--- src/sv/assert_macros.svh ---
// assertion macros used by the top-level rtl file
// no dependencies
`ifndef ASSERT_MACROS_SVH
`define ASSERT_MACROS_SVH

// same-cycle implication, disabled while in reset
`define ASSERT_IMPLIES(label, clk, rstn, ante, cons) \
    label: assert property (@(posedge clk) disable iff (!(rstn)) (ante) |-> (cons)) \
        else $error("assertion failed");

// next-cycle implication, disabled while in reset
`define ASSERT_NEXT(label, clk, rstn, ante, cons) \
    label: assert property (@(posedge clk) disable iff (!(rstn)) (ante) |=> (cons)) \
        else $error("assertion failed");

`endif

--- src/sv/cnpm_pkg.sv ---
// types and constants for the netspec parser and prefix matcher
// no dependencies
package cnpm_pkg;

    localparam int IN_TDATA_W  = 48;
    localparam int OUT_TDATA_W = 48;

    typedef enum logic [1:0] {
        PH_ADDR   = 2'd0,
        PH_SLASH  = 2'd1,
        PH_DIGITS = 2'd2,
        PH_DONE   = 2'd3
    } phase_t;

    localparam logic [2:0] ST_OK      = 3'd0;
    localparam logic [2:0] ST_OCTET   = 3'd1;
    localparam logic [2:0] ST_MANY    = 3'd2;
    localparam logic [2:0] ST_BADSYM  = 3'd3;
    localparam logic [2:0] ST_SHORT   = 3'd4;
    localparam logic [2:0] ST_PREFIX  = 3'd5;
    localparam logic [2:0] ST_WILD    = 3'd6;
    localparam logic [2:0] ST_NEG     = 3'd7;

    localparam logic [7:0] CH_NUL   = 8'd0;
    localparam logic [7:0] CH_DOT   = 8'd46;
    localparam logic [7:0] CH_SLASH = 8'd47;
    localparam logic [7:0] CH_PLUS  = 8'd43;
    localparam logic [7:0] CH_MINUS = 8'd45;
    localparam logic [7:0] CH_SPACE = 8'd32;
    localparam logic [7:0] CH_ZERO  = 8'd48;
    localparam logic [7:0] CH_NINE  = 8'd57;
    localparam logic [7:0] CH_TAB   = 8'd9;
    localparam logic [7:0] CH_CR    = 8'd13;

    localparam logic [6:0] PREFIX_SAT = 7'd127;

    typedef struct packed {
        logic [1:0]  octet_index;
        logic [7:0]  octet_acc;
        logic        digit_seen;
        logic [23:0] stored_octets;
        logic [6:0]  prefix_acc;
        logic        prefix_given;
        logic [2:0]  error_code;
    } parse_state_t;

endpackage

--- src/sv/cnpm_parser.sv ---
// character-level parser state for the netspec string
// depends on cnpm_pkg
module cnpm_parser (
    input  logic                  aclk,
    input  logic                  aresetn,
    input  logic                  step_valid,
    input  logic [7:0]            step_char,
    output cnpm_pkg::parse_state_t state
);
    import cnpm_pkg::*;

    phase_t       phase_reg, phase_next;
    parse_state_t st_reg, st_next;

    logic        is_digit, is_space, active;
    logic [3:0]  digit;
    logic [11:0] octet_val;
    logic [10:0] prefix_val;
    logic [6:0]  prefix_sat;

    always_comb begin
        is_digit   = step_char inside {[CH_ZERO:CH_NINE]};
        is_space   = (step_char == CH_SPACE) || (step_char inside {[CH_TAB:CH_CR]});
        digit      = 4'(step_char - CH_ZERO);
        octet_val  = {1'b0, st_reg.octet_acc, 3'b000} + {3'b000, st_reg.octet_acc, 1'b0}
                     + {8'd0, digit};
        prefix_val = {1'b0, st_reg.prefix_acc, 3'b000} + {3'b000, st_reg.prefix_acc, 1'b0}
                     + {7'd0, digit};
        prefix_sat = (prefix_val > {4'd0, PREFIX_SAT}) ? PREFIX_SAT : prefix_val[6:0];
        active     = step_valid && (step_char != CH_NUL) && (st_reg.error_code == ST_OK);
    end

    // phase transitions
    always_comb begin
        phase_next = phase_reg;
        if (step_valid && step_char == CH_NUL) begin
            phase_next = PH_ADDR;
        end else if (active) begin
            case (phase_reg)
                PH_ADDR: begin
                    if (step_char == CH_SLASH) phase_next = PH_SLASH;
                end
                PH_SLASH: begin
                    if (is_space) phase_next = PH_SLASH;
                    else if (step_char == CH_PLUS || is_digit) phase_next = PH_DIGITS;
                    else phase_next = PH_DONE;
                end
                PH_DIGITS: begin
                    if (!is_digit) phase_next = PH_DONE;
                end
                PH_DONE: phase_next = PH_DONE;
                default: phase_next = PH_ADDR;
            endcase
        end
    end

    // datapath
    always_comb begin
        st_next = st_reg;
        if (step_valid && step_char == CH_NUL) begin
            st_next = '0;
        end else if (active) begin
            case (phase_reg)
                PH_ADDR: begin
                    if (is_digit) begin
                        if (octet_val > 12'd255) begin
                            st_next.error_code = ST_OCTET;
                        end else begin
                            st_next.octet_acc  = octet_val[7:0];
                            st_next.digit_seen = 1'b1;
                        end
                    end else if (step_char == CH_DOT) begin
                        if (st_reg.octet_index != 2'd3) begin
                            if (!st_reg.digit_seen) begin
                                st_next.error_code = ST_BADSYM;
                            end else begin
                                st_next.stored_octets = {st_reg.stored_octets[15:0],
                                                         st_reg.octet_acc};
                                st_next.octet_acc     = '0;
                                st_next.digit_seen    = 1'b0;
                                st_next.octet_index   = st_reg.octet_index + 2'd1;
                            end
                        end else begin
                            st_next.error_code = ST_MANY;
                        end
                    end else if (step_char == CH_SLASH) begin
                        st_next.prefix_given = 1'b1;
                    end else begin
                        st_next.error_code = ST_BADSYM;
                    end
                end
                PH_SLASH: begin
                    if (!is_space && step_char == CH_MINUS) st_next.error_code = ST_NEG;
                    else if (is_digit) st_next.prefix_acc = prefix_sat;
                end
                PH_DIGITS: begin
                    if (is_digit) st_next.prefix_acc = prefix_sat;
                end
                PH_DONE: st_next = st_reg;
                default: st_next = st_reg;
            endcase
        end
    end

    always_ff @(posedge aclk) begin
        if (!aresetn) begin
            phase_reg <= PH_ADDR;
            st_reg    <= '0;
        end else begin
            phase_reg <= phase_next;
            st_reg    <= st_next;
        end
    end

    assign state = st_reg;

endmodule

--- src/sv/cnpm_result.sv ---
// end-of-string evaluation and the result word register
// depends on cnpm_pkg
module cnpm_result (
    input  logic                   aclk,
    input  logic                   aresetn,
    input  logic                   load,
    input  cnpm_pkg::parse_state_t state,
    input  logic [31:0]            test_address,
    input  logic                   mask_net,
    output logic                   out_free,
    output logic                   m_tvalid,
    input  logic                   m_tready,
    // matched[0], status[3:1], prefix_length[9:4], network_address[41:10], zero pad
    output logic [cnpm_pkg::OUT_TDATA_W-1:0] m_tdata
);
    import cnpm_pkg::*;

    logic [2:0]  status;
    logic [31:0] net, mask;
    logic [6:0]  bits;
    logic [7:0]  first;
    logic        ok, matched;
    logic [5:0]  shamt;

    logic        valid_reg, valid_next;
    logic [OUT_TDATA_W-1:0] data_reg, data_next;

    always_comb begin
        net   = {state.stored_octets, state.octet_acc};
        first = state.stored_octets[23:16];
        if (state.prefix_given) bits = state.prefix_acc;
        else if (first >= 8'd240) bits = 7'd32;
        else if (first >= 8'd224) bits = 7'd4;
        else if (first >= 8'd192) bits = 7'd24;
        else if (first >= 8'd128) bits = 7'd16;
        else bits = 7'd8;

        status = state.error_code;
        if ((status == ST_OK || status == ST_NEG)
            && (state.octet_index != 2'd3 || !state.digit_seen)) begin
            status = ST_SHORT;
        end
        if (status == ST_OK) begin
            if (bits[6:3] > 4'd4) status = ST_MANY;
            else if (bits > 7'd32) status = ST_PREFIX;
            else if (bits == 7'd0 && net != 32'd0) status = ST_WILD;
        end
        ok      = (status == ST_OK);
        shamt   = 6'd32 - bits[5:0];
        mask    = 32'hFFFF_FFFF << shamt;
        matched = ok && ((test_address & mask) == (mask_net ? (net & mask) : net));
    end

    assign out_free = !valid_reg || m_tready;

    always_comb begin
        valid_next = valid_reg && !m_tready;
        data_next  = data_reg;
        if (load) begin
            valid_next = 1'b1;
            data_next  = {6'd0, (ok ? net : 32'd0), (ok ? bits[5:0] : 6'd0), status, matched};
        end
    end

    always_ff @(posedge aclk) begin
        if (!aresetn) valid_reg <= 1'b0;
        else          valid_reg <= valid_next;
    end

    always_ff @(posedge aclk) begin
        data_reg <= data_next;
    end

    assign m_tvalid = valid_reg;
    assign m_tdata  = data_reg;

endmodule

--- src/sv/cidr_netspec_parse_match_top.sv ---
// top level: input word register, netspec parser and result register
// depends on cnpm_pkg, cnpm_parser, cnpm_result, assert_macros.svh
// timing: a word is registered on accept and parsed from that register, a nul word
// only once the result register is free; its result is loaded there and shows on m_tvalid
// throughput: one word per cycle, stalls only while the result register is full
// reset: aresetn synchronous active low clears parser state and both valid flags
`include "assert_macros.svh"

module cidr_netspec_parse_match_top (
    input  logic aclk,
    input  logic aresetn,
    input  logic s_tvalid,
    output logic s_tready,
    // character[7:0], test_address[39:8], mask_net[40], zero pad
    input  logic [cnpm_pkg::IN_TDATA_W-1:0] s_tdata,
    output logic m_tvalid,
    input  logic m_tready,
    // matched[0], status[3:1], prefix_length[9:4], network_address[41:10], zero pad
    output logic [cnpm_pkg::OUT_TDATA_W-1:0] m_tdata
);
    import cnpm_pkg::*;

    logic        in_valid_reg, in_valid_next;
    logic [7:0]  char_reg;
    logic [31:0] addr_reg;
    logic        mnet_reg;
    logic        out_free, advance, load;
    parse_state_t pstate;

    assign advance  = in_valid_reg && ((char_reg != CH_NUL) || out_free);
    assign load     = advance && (char_reg == CH_NUL);
    assign s_tready = !in_valid_reg || advance;

    always_comb begin
        in_valid_next = in_valid_reg;
        if (s_tready) in_valid_next = s_tvalid;
    end

    always_ff @(posedge aclk) begin
        if (!aresetn) in_valid_reg <= 1'b0;
        else          in_valid_reg <= in_valid_next;
    end

    always_ff @(posedge aclk) begin
        if (s_tready && s_tvalid) begin
            char_reg <= s_tdata[7:0];
            addr_reg <= s_tdata[39:8];
            mnet_reg <= s_tdata[40];
        end
    end

    cnpm_parser u_parser (
        .aclk       (aclk),
        .aresetn    (aresetn),
        .step_valid (advance),
        .step_char  (char_reg),
        .state      (pstate)
    );

    cnpm_result u_result (
        .aclk         (aclk),
        .aresetn      (aresetn),
        .load         (load),
        .state        (pstate),
        .test_address (addr_reg),
        .mask_net     (mnet_reg),
        .out_free     (out_free),
        .m_tvalid     (m_tvalid),
        .m_tready     (m_tready),
        .m_tdata      (m_tdata)
    );

    `ASSERT_IMPLIES(a_stall_cause, aclk, aresetn, !s_tready,
        in_valid_reg && char_reg == CH_NUL && m_tvalid && !m_tready)
    `ASSERT_IMPLIES(a_err_clears, aclk, aresetn, m_tvalid && m_tdata[3:1] != ST_OK,
        !m_tdata[0] && m_tdata[9:4] == 6'd0 && m_tdata[41:10] == 32'd0)
    `ASSERT_IMPLIES(a_prefix_range, aclk, aresetn, m_tvalid, m_tdata[9:4] <= 6'd32)
    `ASSERT_NEXT(a_nul_resets, aclk, aresetn, load,
        pstate.error_code == ST_OK && !pstate.prefix_given && pstate.octet_index == 2'd0)

endmodule

--- config.mk ---
export PLATFORM = sky130hd
export DESIGN_NAME = cidr_netspec_parse_match_top
export DESIGN_NICKNAME = d
export VERILOG_FILES = /design/src/sv/cnpm_pkg.sv /design/src/sv/cnpm_parser.sv /design/src/sv/cnpm_result.sv /design/src/sv/cidr_netspec_parse_match_top.sv
export VERILOG_INCLUDE_DIRS = /design/src /design/src/sv
export SDC_FILE = /design/constraint.sdc
export NUM_CORES = 1
export LEC_CHECK = 0
export BUFFER_PORTS_ARGS = -buffer_cell sky130_fd_sc_hd__buf_4
export CORE_ASPECT_RATIO = 1.4
export CORE_MARGIN = 2
export CORE_UTILIZATION = 37
export DETAILED_ROUTE_END_ITERATION = 6
export GPL_TIMING_DRIVEN = 0
export SLEW_MARGIN = 0
export SYNTH_ARGS = -nofsm -noshare
export SYNTH_HDL_FRONTEND = slang
export SYNTH_SLANG_ARGS = --single-unit
--- constraint.sdc ---
create_clock -name aclk -period 4.28 [get_ports aclk]
set_clock_uncertainty 0.15 [all_clocks]
set_input_delay 0.214 -clock aclk [delete_from_list [all_inputs] [get_ports aclk]]
set_output_delay 0.214 -clock aclk [all_outputs]
set_load 0.02 [all_outputs]
[Word-level counts from Yosys, hierarchy flattened]
Cells that the tools add are included.
Storage, ports and cells
  register bits: 133
  input bits: 52
  output and inout port bits: 50
  logic and storage cells: 138
Cells by class
  $add $sub $neg: 7
  $lt $le $gt $ge: 12
  equal/unequal tests: 19
  shifts and indexed selects: 1
  muxes and demuxes: 34
  bitwise logic cells: 5
  reductions and logical operators: 45
Operators by type and width (count)
  two-way mux 33 bit: 3
  AND 32 bit: 2
  two-way mux 7 bit: 7
  equality test 8 x 6 -> 1 bit (second input constant): 5
  two-way mux 3 bit: 12
  equality test 32 bit: 1
  >= comparator 8 bit (second input constant): 4
  two-way mux 32 bit: 1
  nonzero test 32 bit: 1
  left shift 32 x 6 -> 32 bit (first input constant): 1
  two-way mux 9 bit: 2
  AND reduction 6 bit: 3
  one-hot mux 7 bit (2 select lines): 1
  adder 11 x 9 -> 12 bit: 1
  adder 12 x 4 -> 12 bit: 1
  greater-than comparator 12 x 8 -> 1 bit (second input constant): 1
  logical AND 1 bit: 12
  adder 10 x 8 -> 11 bit: 1
  adder 11 x 4 -> 11 bit: 1
  greater-than comparator 11 x 7 -> 1 bit (second input constant): 1
  AND reduction 5 bit: 2
  nonzero test 2 bit: 5
  zero test 3 bit: 3
  >= comparator 8 x 4 -> 1 bit (second input constant): 1
  30 further kinds: 51

[Logic depth before layout (Yosys ltp)]
  depth after elaboration: 14
  gate-level depth with buffers: 14
  mapped depth without buffers: 13

[Hierarchy]
From an unflattened synthesis, not the netlist that was laid out.
Second synthesis, totals
  cell total of the unflattened synthesis: 753
  area total of the unflattened synthesis: 7623.6 um^2
Modules (own cells, without submodules)
  cnpm_result: instances 1, cells an instance 366, area an instance 3393.3 um^2, seq. area each 1281.2 um^2
  cnpm_parser: instances 1, cells an instance 332, area an instance 2892.8 um^2, seq. area each 960.9 um^2
  cidr_netspec_parse_match_top: instances 1, cells an instance 55, area an instance 1337.5 um^2, seq. area each 1251.2 um^2

[Least setup slack after synthesis]
OpenSTA, ideal clock, no wires.
  path type: register to register
  from: register char_reg[1]
  to: register u_result.data_reg[0] (netlist: u_result.m_tdata[0]), enable pin
  setup time: 442 ps
  data arrival time: 2955 ps
  path slack: 733 ps
  cell stages (with the launch flop): 5
  buffers on the path: 1
  period minus slack after synthesis: 3547 ps
  path through: edfxtp_1 > clkbuf_1 > nor4_1 > nand3_1 > nor2_1
Between the ends
  word-level cells in the longest chain between the ends: 4
  elaborated cells between the ends (all ways): 5
  classes of those cells: reduce/logical: 5
Ends and longest elaborated chain
  from (decl): RTL line cidr_netspec_parse_match_top.sv:24  | logic [7:0] char_reg;
  from (signal assigned): RTL line cidr_netspec_parse_match_top.sv:46  | char_reg <= s_tdata[7:0];
  nonzero test 8 bit: RTL line cidr_netspec_parse_match_top.sv:30  | assign advance = in_valid_reg && ((char_reg != CH_NUL) || out_free);
  logical OR 1 bit: RTL line cidr_netspec_parse_match_top.sv:30
  logical AND 1 bit: RTL line cidr_netspec_parse_match_top.sv:30
  logical AND 1 bit *: RTL line cidr_netspec_parse_match_top.sv:31  | assign load = advance && (char_reg == CH_NUL);
  named net load: RTL line cidr_netspec_parse_match_top.sv:27  | logic out_free, advance, load;
  to (signal assigned): RTL line cnpm_result.sv:71  | data_reg <= data_next;
  to (decl): RTL line cnpm_result.sv:26  | logic [OUT_TDATA_W-1:0] data_reg, data_next;
The timed path passes the listed nets; every way through them passes the cells marked *.
A chain may end at the register's enable or synchronous reset.

[Worst setup path after layout]
  from: register u_parser.st_reg, in the netlist u_parser.state[3]
  to: register u_result.data_reg[0] (netlist: u_result.m_tdata[0]), data pin
Between the ends
  word-level cells in the longest chain between the ends: 9
  elaborated cells between the ends (all ways): 17
  classes of those cells: add/sub: 1; order compare: 2; eq/ne: 1; shift: 1; mux: 6; bitwise: 2; reduce/logical: 4
Ends and longest elaborated chain
  from (decl): RTL line cnpm_parser.sv:13  | parse_state_t st_reg, st_next;
  from (signal assigned): RTL line cnpm_parser.sv:111  | st_reg <= st_next;
  two-way mux 7 bit *: RTL line cnpm_result.sv:31  | if (state.prefix_given) bits = state.prefix_acc;
  parallel branches: the longest is 7 deep, another holds subtractor 6 bit
  logical AND 1 bit *: RTL line cnpm_result.sv:51  | matched = ok && ((test_address & mask) == (mask_net ? (net & mask) : net));
  named net u_result.matched: RTL line cnpm_result.sv:22  | logic ok, matched;
Mark *: on every way through the listed nets, which the timed path passes.

==> flow_metrics.tcl <==
set metrics [dict create \
    route.detailed.drc 0 \
    worst_pin_slew_ns 0.954 \
    fin_crit_ns 3.96 \
    synthesis.area_um2 7330 \
    hp-class "input pin to register" \
    grt_usage 0.212 \
    crit_chain "buf_4 -> nand2_1 -> ha_1 -> clkbuf_1 -> inv_1 -> ha_1 -> nor2b_1 -> o32ai_1 -> or4_1 -> a221o_1 -> a32oi_1 -> nand4_1 -> a2111oi_0 -> and4_1" \
    wl_per_cell_um 18.9 \
    status "completed" \
    critPathKind "register to register" \
    timing.final.crit_share 0.925 \
    rows 60 \
    drt_first_pass_iters 5 \
    ioPinCount 102 \
    totalNegativeSetupSlack_ns 0 \
    hold_path_depth 3 \
    clkLatencyLatePin_ns 0.43 \
    final_layout_size_suffix_gt1_frac 0.175 \
    required_ns 4.41 \
    syn_avg_cell_area_um2 10.2 \
    cts_tree "built" \
    gp_congestion 0.953 \
    route.vias.total 6175 \
    internal_power_w 0.00223 \
    largest_reg_flops 46 \
    cp-end-kind "register" \
    grt_max_degree 38 \
    ant_nets 0 \
    ys_seq_area_frac 0.477 \
    synthArstFlopShare 0 \
    hold_end "u_result.m_tdata[5]" \
    ys_ff_latch 133 \
    utilization 0.485 \
    synth_top_cells_by_area "edfxtp_1 (34%), dfxtp_1 (14%), ha_1 (5.6%), mux2i_1 (4.9%), nor2_1 (3.8%)" \
    rsz0062_at_grt "no" \
    dp.cells 1061 \
    max_stage_delay_ns 0.44 \
    hold_violations 0 \
    p_switching_w 0.000726 \
    critical_path.reg2reg.startpoint "u_parser.state[3]" \
    r2r_cells 14 \
    cts_made_buffers 17 \
    crit_top_cell "ha_1" \
    crit_path_max_fanout 10 \
    dpl.hpwl_um 15700 \
    crit_arrival_ns 4.09 \
    synth_top_area_cell "edfxtp_1" \
    fin_cells 1138 \
    start_kind "register" \
    max-slew-margin-rel 0.355 \
    drt_iter0_drc 477 \
    leakagePower_nw 3.92 \
    syn2layout_area_growth_pct 27.8 \
    regToRegSetupSlack_ns 0.32 \
    start_util 0.380 \
    holdWs_ns 0.200 \
    core_um2 19300 \
    setup.worst_path.start "u_parser.state[3]" \
    grt_pass1_vias 5937 \
    regArea_um2 3490 \
    htreeDepth 4 \
    synth_ff_type "edfxtp_1" \
    drv_slew 0 \
    grt_overflow 0 \
    min_from "m_tready" \
    power_density_nw_per_um2 316 \
    r2r_end "u_result.m_tdata[0]" \
    nets 966 \
    die-height_um 171 \
    syn_inst 718 \
    clkPwrFrac 0.448 \
    io_buffers 88 \
    pwr-share-seq 0.480 \
    path_clk_slew_ns 0.06 \
    finalSetupViolCount 0 \
    wl_um 21500 \
    multiInputGateArea_um2 3550 \
    synthTopCellsByCount "edfxtp_1 (83), nor2_1 (75), dfxtp_1 (50), inv_1 (40), and2_1 (38)" \
    yosysMostFrequentCell "edfxtp_1" \
    combPwrFrac 0.072 \
    cts_sinks 133 \
    ys_warn_count 0 \
    synthDominantCellAreaShare 0.340 \
    p_sw_frac 0.245 \
    routed_via_density 5.43 \
    synth-edff-count 83 \
    peakVddDrop_uv 238 \
    fp.dieArea_um2 21000 \
    ys_types 76 \
    root_buffer "clkbuf_16" \
    die_x_um 123 \
    n_fill_cell 1857 \
    n_antenna_cell 0 \
    critPathSlowestCell "or4_1" \
    grt_first_pass_wirelength_um 33200 \
    antenna_found_initial 0 \
    cts.path.max_buffers 2 \
    fmaxAchievable_mhz 252 \
    maxCapViolCount 0 \
]
-- cells by family (layout without fill, tap and decap cells) --
| group | count (synthesis) | count (layout) | share of synthesized area |
|---|---|---|---|
| AO/OA/AOI/OAI | 154 | 154 | 0.150 |
| XOR/XNOR | 12 | 12 | 0.0154 |
| adder cells (fa/ha/maj) | 37 | 37 | 0.0673 |
| buffers and inverters | 75 | 242 | 0.0442 |
| flip-flops | 133 | 133 | 0.477 |
| multiplexers | 38 | 38 | 0.0522 |
| other | 1 | 6 | 0.000512 |
| AND/OR/NAND/NOR | 268 | 268 | 0.194 |
-- timing repair --
action | CTS | global route
hold buffers | 45 | 0
setup buffers | 0 | 0
endpoints found under the setup margin | 0 | 9
hold endpoints to repair | 43 | 0
resized for setup | 0 | 3
-- power by group through the flow --
| stage | Combinational (W) | Clock [W] | Sequential, W |
|---|---|---|---|
| after global placement | 0.000177 | 0 | 0.00145 |
| after CTS | 0.000212 | 0.00135 | 0.00142 |
| after floorplan | 0.000105 | 0 | 0.00144 |
| after global routing | 0.000235 | 0.00142 | 0.00142 |
| final | 0.000213 | 0.00133 | 0.00142 |
| after detailed placement | 0.000179 | 0 | 0.00145 |
-- area by class of cell --
type	instances	area share
Buffer	35	0.0186
Clock buffer	17	0.0454
Clock inverter	15	0.0114
Inverter	40	0.0160
Multi-Input combinational cell	515	0.380
Sequential cell	133	0.373
Tap cell	248	0.0331
Timing Repair Buffer	135	0.123
-- cells in the final DEF, fill, tap and decap left out, types with 9 or more instances in the layout --
cell type      netlist  routed
a21oi_1             29      29
and2_1              38      37
buf_4                7      95
clkbuf_1            20      20
clkbuf_16            0      17
dfxtp_1             50      50
dlygate4sd3_1        0      45
edfxtp_1            83      83
ha_1                33      33
inv_1               40      40
mux2i_1             36      36
nand2_1             34      34
nand2b_1            16      16
nand3_1             24      24
nand4_1              9       9
nor2_1              75      73
nor2b_1             17      17
nor4_1              14      14
o211ai_1            10      10
o21ai_0             27      27
-- how the worst max path moves through the flow --
stage	cells past startpoint	endpoint
6_report	14	u_result.m_tdata[0]
5_1_grt	14	u_result.m_tdata[0]
4_1_cts	13	u_parser.state[43]
3_5_place_dp	13	u_parser.state[43]
3_3_place_gp	3	u_result.m_tdata[0]
2_1_floorplan	4	u_result.m_tdata[0]
-- layer usage --
layer / track usage / wire [µm] / part of all wire
met5: 0 / 0 / 0
met4: 0.0760 / 464 / 0.022
met3: 0.0390 / 1060 / 0.049
met2: 0.359 / 11000 / 0.51
met1: 0.267 / 8990 / 0.42
-- critical path: cells and delay by family (launching register included) --
family / cells / cell delay, ns
AND/OR/NAND/NOR: 5 / 1.35
AO/OA/AOI/OAI: 4 / 0.90
buffers and inverters: 3 / 0.56
adder cells (fa/ha/maj): 2 / 0.53
flip-flops: 1 / 0.34
-- through the flow --
| step | setup WS (ns) | instance area, µm² | total power [W] |
|---|---|---|---|
| final | 0.319 | 9370 | 0.00296 |
| after global routing | 0.0144 | 9370 | 0.00308 |
| after CTS | 0.0182 | 9350 | 0.00298 |
| after detailed placement | 0.0522 | 8370 | 0.00163 |
| after global placement | -0.159 | 8320 | 0.00163 |
| after floorplan | 0.733 | 7350 | 0.00154 |
(Power assumes the default switching activity.)
